**src/rtl/mtd_pkg.sv**
```systemverilog
package mtd_pkg;

  localparam int MaxLetterSymbols = 15;
  localparam int CntW = $clog2(MaxLetterSymbols + 1);
  localparam int PatW = 5;
  localparam int CodeCount = 28;
  localparam int LetterCount = 26;

  localparam logic [7:0] ByteDot   = 8'h2E;
  localparam logic [7:0] ByteDash  = 8'h2D;
  localparam logic [7:0] ByteSpace = 8'h20;

  localparam logic [6:0] CharA       = 7'h41;
  localparam logic [6:0] CharZ       = 7'h5A;
  localparam logic [6:0] CharQmark   = 7'h3F;
  localparam logic [6:0] CharSpace   = 7'h20;
  localparam logic [6:0] CharNewline = 7'h0A;

  // code length and dash/dot bits per table entry, oldest symbol in the highest used bit
  localparam logic [2:0] CodeLen [CodeCount] = '{
    3'd2, 3'd4, 3'd4, 3'd3, 3'd1, 3'd4, 3'd3, 3'd4, 3'd2, 3'd4, 3'd3, 3'd4, 3'd2, 3'd2,
    3'd3, 3'd4, 3'd4, 3'd3, 3'd3, 3'd1, 3'd3, 3'd4, 3'd3, 3'd4, 3'd4, 3'd4, 3'd5, 3'd5
  };
  localparam logic [PatW-1:0] CodeBits [CodeCount] = '{
    5'd1, 5'd8, 5'd10, 5'd4, 5'd0, 5'd2, 5'd6, 5'd0, 5'd0, 5'd7, 5'd5, 5'd4, 5'd3, 5'd2,
    5'd7, 5'd6, 5'd13, 5'd2, 5'd0, 5'd1, 5'd1, 5'd1, 5'd3, 5'd9, 5'd11, 5'd12, 5'd0, 5'd31
  };

  typedef struct packed {
    logic [7:0] symbol_byte;
    logic       end_of_message;
  } in_word_t;

  typedef struct packed {
    logic [6:0] decoded_char;
    logic       message_end;
  } out_word_t;

  function automatic logic [6:0] match_code(logic [PatW-1:0] pat, logic [CntW-1:0] cnt);
    logic [6:0] ch;
    ch = CharQmark;
    if (cnt <= CntW'(PatW)) begin
      for (int i = CodeCount - 1; i >= 0; i--) begin
        if (CntW'(CodeLen[i]) == cnt && CodeBits[i] == pat) begin
          if (i < LetterCount) begin
            ch = CharA + 7'(i);
          end else if (i == LetterCount) begin
            ch = CharSpace;
          end else begin
            ch = CharNewline;
          end
        end
      end
    end
    return ch;
  endfunction

endpackage

```
**src/rtl/morse_text_decoder.sv**
```systemverilog
// channel | direction | handshake               | word
// in      | input     | in_valid_i / in_stall_o   | in_word_t  (symbol_byte, end_of_message)
// out     | output    | out_valid_o / out_stall_i | out_word_t (decoded_char, message_end)
//
// One byte per cycle while in_stall_o is low. A byte that closes a character writes
// it to the output register, or to the skid register behind it while out is stalled.
// Letter state and that register update in the same cycle the byte is taken. The skid
// register absorbs one word; in_stall_o rises only when that skid register is full.
// Reset clears the letter state and both output valids.
module morse_text_decoder
  import mtd_pkg::*;
(
  input  logic      clk_i,
  input  logic      rst_ni,
  input  logic      in_valid_i,
  output logic      in_stall_o,
  input  in_word_t  in_word_i,
  output logic      out_valid_o,
  input  logic      out_stall_i,
  output out_word_t out_word_o
);

  logic [PatW-1:0] pat_q, pat_d, pat_upd;
  logic [CntW-1:0] cnt_q, cnt_d, cnt_upd;
  logic            inv_q, inv_d, inv_upd;

  logic      out_valid_q, out_valid_d;
  out_word_t out_q, out_d;
  logic      skid_valid_q, skid_valid_d;
  out_word_t skid_q, skid_d;

  logic      acc, take, is_space, is_sym, close_l, emit;
  out_word_t res;

  assign acc  = in_valid_i && !skid_valid_q;
  assign take = out_valid_q && !out_stall_i;

  assign is_space = in_word_i.symbol_byte == ByteSpace;
  assign is_sym   = in_word_i.symbol_byte == ByteDot || in_word_i.symbol_byte == ByteDash;

  always_comb begin
    pat_upd = pat_q;
    cnt_upd = cnt_q;
    inv_upd = inv_q;
    if (!is_space && cnt_q < CntW'(MaxLetterSymbols)) begin
      if (is_sym) begin
        if (cnt_q < CntW'(PatW)) begin
          pat_upd = {pat_q[PatW-2:0], in_word_i.symbol_byte == ByteDash};
        end
      end else begin
        inv_upd = 1'b1;
      end
      cnt_upd = cnt_q + CntW'(1);
    end
  end

  // a space leaves the state untouched, so closing always looks at the updated letter
  assign close_l = is_space || in_word_i.end_of_message;
  assign emit    = acc && close_l && cnt_upd != '0 && !inv_upd;
  assign res.decoded_char = match_code(pat_upd, cnt_upd);
  assign res.message_end  = in_word_i.end_of_message;

  always_comb begin
    pat_d = pat_q;
    cnt_d = cnt_q;
    inv_d = inv_q;
    if (acc) begin
      if (close_l) begin
        pat_d = '0;
        cnt_d = '0;
        inv_d = 1'b0;
      end else begin
        pat_d = pat_upd;
        cnt_d = cnt_upd;
        inv_d = inv_upd;
      end
    end
  end

  always_comb begin
    out_valid_d  = out_valid_q;
    out_d        = out_q;
    skid_valid_d = skid_valid_q;
    skid_d       = skid_q;
    if (skid_valid_q) begin
      if (take) begin
        out_d        = skid_q;
        skid_valid_d = 1'b0;
      end
    end else if (emit) begin
      if (!out_valid_q || take) begin
        out_d       = res;
        out_valid_d = 1'b1;
      end else begin
        skid_d       = res;
        skid_valid_d = 1'b1;
      end
    end else if (take) begin
      out_valid_d = 1'b0;
    end
  end

  always_ff @(posedge clk_i or negedge rst_ni) begin
    if (!rst_ni) begin
      pat_q        <= '0;
      cnt_q        <= '0;
      inv_q        <= 1'b0;
      out_valid_q  <= 1'b0;
      skid_valid_q <= 1'b0;
    end else begin
      pat_q        <= pat_d;
      cnt_q        <= cnt_d;
      inv_q        <= inv_d;
      out_valid_q  <= out_valid_d;
      skid_valid_q <= skid_valid_d;
    end
  end

  always_ff @(posedge clk_i) begin
    out_q  <= out_d;
    skid_q <= skid_d;
  end

  assign in_stall_o  = skid_valid_q;
  assign out_valid_o = out_valid_q;
  assign out_word_o  = out_q;

endmodule

```
**config.mk**
```make
export PLATFORM = sky130hd
export DESIGN_NAME = morse_text_decoder
export DESIGN_NICKNAME = d
export VERILOG_FILES = /design/src/rtl/mtd_pkg.sv /design/src/rtl/morse_text_decoder.sv
export SDC_FILE = /design/constraint.sdc
export NUM_CORES = 1
export LEC_CHECK = 0
export BUFFER_PORTS_ARGS = -buffer_cell sky130_fd_sc_hd__buf_4
export CAP_MARGIN = 20
export CORE_ASPECT_RATIO = 1.2
export CORE_MARGIN = 2
export CORE_UTILIZATION = 30
export CTS_CLUSTER_DIAMETER = 200
export DETAILED_ROUTE_END_ITERATION = 12
export PLACE_DENSITY_LB_ADDON = 0.05
export SYNTH_ARGS = -nofsm -noshare
export SYNTH_HDL_FRONTEND = slang
export SYNTH_SLANG_ARGS = --single-unit
```
**constraint.sdc**
```tcl
create_clock -name clk_i -period 3.6 [get_ports clk_i]
set_input_delay 0.36 -clock clk_i [delete_from_list [all_inputs] [get_ports clk_i]]
set_output_delay 0.36 -clock clk_i [all_outputs]
set_load 0.005 [all_outputs]
```
==> impl_metrics.py, run 1 <==
metrics = {
    "detailed_routing": {
        "routed_wl_mm": 7.56,
        "via_per_inst": 5.75,
        "route.detailed.drc": 0,
        "dr.first_iter.drc_count": 140,
        "final_antenna_net_count": 0,
        "drtPass1Iterations": 4,
        "wl_per_cell_um": 18.4,
        "route.vias.total": 2363,
    },
    "synth": {
        "yosysWarnings": 0,
        "synth_commonest_cells": "nand2_1, nor2_1, edfxtp_1, nor3_1",
        "synth_top_area_cell": "edfxtp_1",
        "syn-instance-count": 289,
        "syn_area_mm2": 0.00244,
        "syn_avg_cell_area_um2": 8.44,
        "synth_edf_count": 16,
        "synth-main-ff-cell": "edfxtp_1",
        "synth_top_cell_area_share_pct": 19.7,
        "ys_top_cells_by_area": "edfxtp_1, dfrtp_1, nand2_1",
        "yosys.cell_count.top_type": "nand2_1",
        "seq_area_frac_synth_pct": 32.0,
        "async_flop_share_pct": 42.9,
        "ys_ff_latch": 28,
        "syn-num-nets": 304,
        "ys_types": 64,
    },
    "clock_tree": {
        "cts_root_buf": "clkbuf_8",
        "clkTransAtPathRegs_ns": 0.11,
        "clock_sinks": 28,
        "htreeDepth": 1,
        "cts_setup_buffers": 0,
        "clock_latency_ns": 0.28,
        "numCtsBuffers": 3,
        "tritoncts": "done",
        "clock_path_buffers": 2,
    },
    "critical_path": {
        "r2r_slack_ns": 0.37,
        "max_stage_delay_ns": 0.57,
        "worstPathArrival_ns": 3.27,
        "crit_chain": "inv_1 -> ha_1 -> nor2b_1 -> nor4_4 -> buf_12 -> mux2_2 -> a32o_1 -> a211oi_2 -> nand4b_1 -> o31a_1",
        "cp_max_fo": 26,
        "critPathSlowestCell": "dfrtp_1",
        "worstSetupEndpointType": "flop",
        "path_class": "reg -> reg",
        "cp_data_required_time_ns": 3.64,
        "reg2reg_depth": 10,
        "rr_startpoint": "cnt_q[0]$_DFFE_PN0P_",
        "rr_endpoint": "out_word_o[7]$_DFFE_PP_",
        "start_kind": "flop",
    },
    "flow_run": {
        "cap_violations": 0,
    },
    "worst_hold_path": {
        "hold_class": "in -> reg",
        "whs_path_depth": 1,
        "min_from": "in_word_i[0]",
        "worstHoldEndpoint": "skid_q[0]$_DFFE_PP_",
    },
    "timing": {
        "max_freq_mhz": 309,
        "fin_crit_sh_pct": 89.8,
        "fin_tns_setup_ns": 0,
        "rsz0062_at_grt": "no",
        "hold_viol_final": 0,
        "finClkSkew_ns": 0.00912,
        "slew_violations": 0,
        "tightest_slew_ns": 0.726,
        "layout_min_cycle_time_ns": 3.23,
        "setup_violations": 0,
        "max_slew_margin_pct": 51.4,
    },
    "grt": {
        "groute.usage.overall_pct": 17.7,
        "antenna_found_initial": 0,
        "grt_pass1_wl_mm": 12.3,
        "grt_pass1_vias": 2231,
        "grt-ovfl-total": 0,
        "grt_max_degree": 27,
    },
    "pwr": {
        "p_per_area_mw_per_mm2": 291,
        "leakage_nw": 1.04,
        "vdd_ir_drop_max_mv": 0.128,
    },
    "status": {
        "status": "finished clean",
    },
    "floorplanning": {
        "fp.dieArea_mm2": 0.00887,
        "core-area_mm2": 0.00802,
        "start_util_pct": 30.4,
        "ioPinCount": 23,
        "die_w_um": 86.3,
        "row_count": 36,
        "die_h_um": 103,
    },
    "place": {
        "post-place-cells": 406,
        "gp_congestion": 0.879,
        "port_buffers": 22,
        "dp_hpwl_mm": 5.82,
    },
    "final_layout": {
        "drive_gt1_share_pct": 18.4,
        "finalNonFillerCells": 411,
        "diodes": 0,
        "area_growth_pct": 16.8,
        "nets": 332,
    },
}
[power by group]
| part | switching [mW] | internal [mW] | total, mW |
|---|---|---|---|
| clock | 0.108 | 0.0768 | 0.185 |
| combinational | 0.154 | 0.117 | 0.271 |
| sequential | 0.0124 | 0.362 | 0.375 |
| total | 0.274 | 0.556 | 0.830 |
[cell families (layout without fill, tap and decap cells)]
kind of cell | Yosys count | after routing | share of synthesized area, %
xor+xnor | 5 | 5 | 1.80
compound gates | 84 | 84 | 26.3
simple gates | 132 | 132 | 29.5
buf+inv | 27 | 54 | 4.67
flops | 28 | 28 | 32.0
mux | 11 | 11 | 4.72
fa+ha+maj | 2 | 2 | 1.03
[worst max path at each step]
stage / startpoint / endpoint / slack (ns) / depth (start not counted)
floorplan: in_word_i[8] / out_word_o[7]$_DFFE_PP_ / 0.53 / 8
global placement: in_word_i[8] / out_word_o[7]$_DFFE_PP_ / 0.27 / 8
detailed placement: in_word_i[8] / out_word_o[1]$_DFFE_PP_ / 0.25 / 8
CTS: cnt_q[0]$_DFFE_PN0P_ / out_word_o[7]$_DFFE_PP_ / 0.40 / 10
global route: cnt_q[0]$_DFFE_PN0P_ / out_word_o[1]$_DFFE_PP_ / 0.13 / 9
finish: cnt_q[0]$_DFFE_PN0P_ / out_word_o[7]$_DFFE_PP_ / 0.37 / 10
[stage by stage]
| stage | power, mW | instance area (um^2) | setup WS [ns] | util [%] | hold WS [ns] |
|---|---|---|---|---|---|
| after global placement | 0.650 | 2790 | 0.268 | 34.8 | 0.226 |
| after CTS | 0.837 | 2850 | 0.404 | 35.5 | 0.287 |
| after global routing | 0.876 | 2850 | 0.132 | 35.5 | 0.287 |
| final | 0.830 | 2850 | 0.368 | 35.5 | 0.293 |
| after detailed placement | 0.650 | 2790 | 0.251 | 34.8 | 0.225 |
| after floorplan | 0.553 | 2440 | 0.534 | - | 0.0644 |
[sequential cells by signal, indices dropped and copies added (netlist names)]
| register | count |
|---|---|
| out_word_o | 8 |
| skid_q | 8 |
| pat_q | 5 |
| cnt_q | 4 |
| in_stall_o | 1 |
| inv_q | 1 |
| out_valid_o | 1 |
[layout by cell type, fill, tap and decap left out, types with 3 or more instances in the layout]
| cell type | count |
|---|---|
| a21oi_1 | 8 |
| and3b_1 | 3 |
| mux2i_1 | 7 |
| clkbuf_8 | 3 |
| and3_1 | 3 |
| nand4_1 | 5 |
| nor2_1 | 22 |
| nor3_1 | 14 |
| nand3b_1 | 3 |
| nor4_1 | 10 |
| nand3_1 | 13 |
| or4_1 | 4 |
| o31a_1 | 3 |
| o21ai_0 | 13 |
| a32o_1 | 3 |
| buf_4 | 40 |
| nor2b_1 | 3 |
| inv_1 | 8 |
| o32ai_1 | 3 |
| o41ai_1 | 3 |
| a31oi_1 | 3 |
| dfrtp_1 | 12 |
| o22ai_1 | 3 |
| mux2_2 | 4 |
| nand2_1 | 28 |
| o211ai_1 | 3 |
| a211oi_1 | 3 |
| xnor2_1 | 3 |
| nand2b_1 | 10 |
| edfxtp_1 | 16 |
| a22o_1 | 3 |
| o31ai_1 | 8 |
| a22oi_1 | 3 |
[timing repair]
item                       CTS  global route
resized for setup            0             0
hold buffers                 1             0
hold endpoints to repair    12             0
setup endpoints to repair    0             0
[final cells by class]
cell class / count / area (um^2)
tap: 95 / 119
multi-input combinational: 234 / 1540
timing repair buffer: 42 / 330
clock buffer: 3 / 41.3
inverter: 8 / 30.0
clock inverter: 1 / 3.75
fill: 850 / 5170
sequential: 28 / 781
[critical path: cells and delay by family (launching register included)]
family | cells | cell delay [ns]
AOI/OAI and AO/OA | 3 | 0.83
and+or+nand+nor | 3 | 0.71
DFF | 1 | 0.57
muxes | 1 | 0.32
adders and majority gates | 1 | 0.22
buffers and inverters | 2 | 0.33
[routing by layer]
metal | part of all wire [%] | track usage [%] | routed length (um)
met4 | 0.82 | 3.13 | 62
met2 | 48 | 30.6 | 3660
met5 | 0 | 0 | 0
met1 | 47 | 24.8 | 3590
met3 | 3.3 | 1.20 | 252
No activity file was read; power rests on OpenSTA's default activity.
==> run 2, diff against run 1 <==
==> constraint.sdc (replaced) <==
create_clock -name clk_i -period 3.6 [get_ports clk_i]
set_input_delay 0.54 -clock clk_i [delete_from_list [all_inputs] [get_ports clk_i]]
set_output_delay 0.54 -clock clk_i [all_outputs]
set_load 0.005 [all_outputs]
==> run 2 against run 1 <==
Combinational power is 6% higher; critical endpoint unchanged; power grew 2.0%; fmax is 0.91% higher.
==> impl_metrics.py, run 2 (same netlist as run 1, synthesis figures left out) <==
metrics = {
    "clock_tree": {
        "cts_hold_buf": 0,
        "numCtsBuffers": 3,
        "clock_latency_ns": 0.28,
        "clock_sinks": 28,
        "cts_resized": 0,
        "htreeDepth": 1,
        "cts_root_buf": "clkbuf_8",
        "clock_path_buffers": 2,
        "tritoncts": "done",
        "cts_setup_buffers": 0,
        "clkTransAtPathRegs_ns": 0.10,
    },
    "detailed_routing": {
        "drtPass1Iterations": 4,
        "routed_wl_mm": 7.64,
        "final_antenna_net_count": 0,
        "via_per_inst": 5.81,
        "dr.first_iter.drc_count": 181,
        "route.detailed.drc": 0,
        "route.vias.total": 2436,
        "wl_per_cell_um": 18.2,
    },
    "timing": {
        "layout_min_cycle_time_ns": 3.20,
        "max_slew_margin_pct": 51.8,
        "finClkSkew_ns": 0.00408,
        "tightest_slew_ns": 0.720,
        "hold_viol_final": 0,
        "setup_violations": 0,
        "fin_tns_setup_ns": 0,
        "slew_violations": 0,
        "rsz0062_at_grt": "no",
        "fin_crit_sh_pct": 89.0,
        "max_freq_mhz": 312,
    },
    "floorplanning": {
        "fp.dieArea_mm2": 0.00887,
        "row_count": 36,
        "core-area_mm2": 0.00802,
        "die_w_um": 86.3,
        "start_util_pct": 30.4,
        "die_h_um": 103,
        "ioPinCount": 23,
    },
    "final_layout": {
        "final_cell_mix": "buf_4, nand2_1, nor2_1",
        "layout_commonest_cell": "buf_4",
        "finalNonFillerCells": 419,
        "area_growth_pct": 18.7,
        "postLayoutCoreUtil_pct": 36.1,
        "diodes": 0,
        "drive_gt1_share_pct": 20.7,
        "nets": 340,
    },
    "grt": {
        "grt_pass1_vias": 2398,
        "grt_pass1_wl_mm": 12.5,
        "antenna_found_initial": 0,
        "grt_max_degree": 23,
        "groute.usage.overall_pct": 18.0,
        "grt-ovfl-total": 0,
    },
    "place": {
        "gp_congestion": 0.873,
        "post-place-cells": 415,
        "dp_hpwl_mm": 5.98,
        "port_buffers": 22,
    },
    "pwr": {
        "p_per_area_mw_per_mm2": 293,
        "power.share.clock_pct": 22.0,
        "p_int_mw": 0.570,
        "p_sw_share_pct": 32.7,
        "p_sw_mw": 0.277,
        "leakage_nw": 1.08,
        "vdd_ir_drop_max_mv": 0.129,
        "p_comb_share_pct": 33.9,
        "power_frac_seq_pct": 44.1,
    },
    "critical_path": {
        "start_kind": "input port",
        "worstPathArrival_ns": 3.25,
        "cp_data_required_time_ns": 3.65,
        "path_class": "in -> reg",
        "cp_max_fo": 5,
        "worstSetupEndpointType": "flop",
    },
    "status": {
        "status": "finished clean",
    },
    "flow_run": {
        "cap_violations": 0,
    },
    "worst_hold_path": {
        "hold_class": "in -> async",
    },
}
## run 2: changes by cell type in the layout (fill, tap and decap cells not counted), sizes merged
cell and change:
buf +9, dlygate4sd3 -1
## run 2: stage by stage
step | hold WS (ns) | setup slack (ns) | cell area (um^2) | power (mW)
after floorplan | 0.244 | 0.354 | 2440 | 0.553
after global placement | 0.402 | 0.0708 | 2850 | 0.668
after detailed placement | 0.405 | 0.132 | 2850 | 0.664
after CTS | 0.0892 | 0.428 | 2890 | 0.849
after global routing | 0.0854 | 0.223 | 2890 | 0.899
final | 0.0873 | 0.398 | 2890 | 0.847
## run 2: path summary, 6_finish.rpt
| check | slack [ns] | from | endpoint | cells after the start |
|---|---|---|---|---|
| max in group asynchronous | 3.34 | rst_ni | cnt_q[3]$_DFFE_PN0P_ | 1 |
| max reg2reg | 0.48 | cnt_q[0]$_DFFE_PN0P_ | out_word_o[1]$_DFFE_PP_ | 11 |
| min | 0.09 | rst_ni | pat_q[0]$_DFFE_PN0P_ | 1 |
| max | 0.40 | in_word_i[8] | out_word_o[7]$_DFFE_PP_ | 8 |
| min in group clk_i | 0.47 | in_word_i[0] | skid_q[0]$_DFFE_PP_ | 1 |
| min reg2reg | 0.54 | skid_q[6]$_DFFE_PP_ | out_word_o[6]$_DFFE_PP_ | 2 |
## run 2: per-layer routing
layer	wire length [um]	vias up	share of wire, %	GRT usage (%)
met3	338	17	4.4	2.08
met5	0	-	0	0
met2	3640	70	48	30.9
li1	-	1192	-	-
met4	202	0	2.6	6.97
met1	3450	1157	45	23.3
## run 2: critical path, stage by stage
cell and delay, ns:
buf_4 0.11, or4b_1 0.63, or4_1 0.64, a32oi_1 0.43
nor4_1 0.18, a211oi_2 0.22, nand4b_1 0.21, o31a_1 0.29
## run 2: cell type report
| cell class | count | area [um^2] |
|---|---|---|
| fillers | 855 | 5120 |
| clock inverters | 1 | 3.75 |
| clock buffers | 3 | 41.3 |
| repair buffers | 50 | 375 |
| well taps | 95 | 119 |
| flip-flops and latches | 28 | 781 |
| multi-input cells | 234 | 1540 |
| inverters | 8 | 30.0 |
## run 2: power by group through the flow
stage | registers, mW | logic (mW) | clock network [mW]
2_1_floorplan | 0.374 | 0.180 | 0
3_3_place_gp | 0.380 | 0.288 | 0
3_5_place_dp | 0.379 | 0.284 | 0
4_1_cts | 0.373 | 0.285 | 0.191
5_1_grt | 0.374 | 0.319 | 0.206
6_report | 0.373 | 0.287 | 0.187
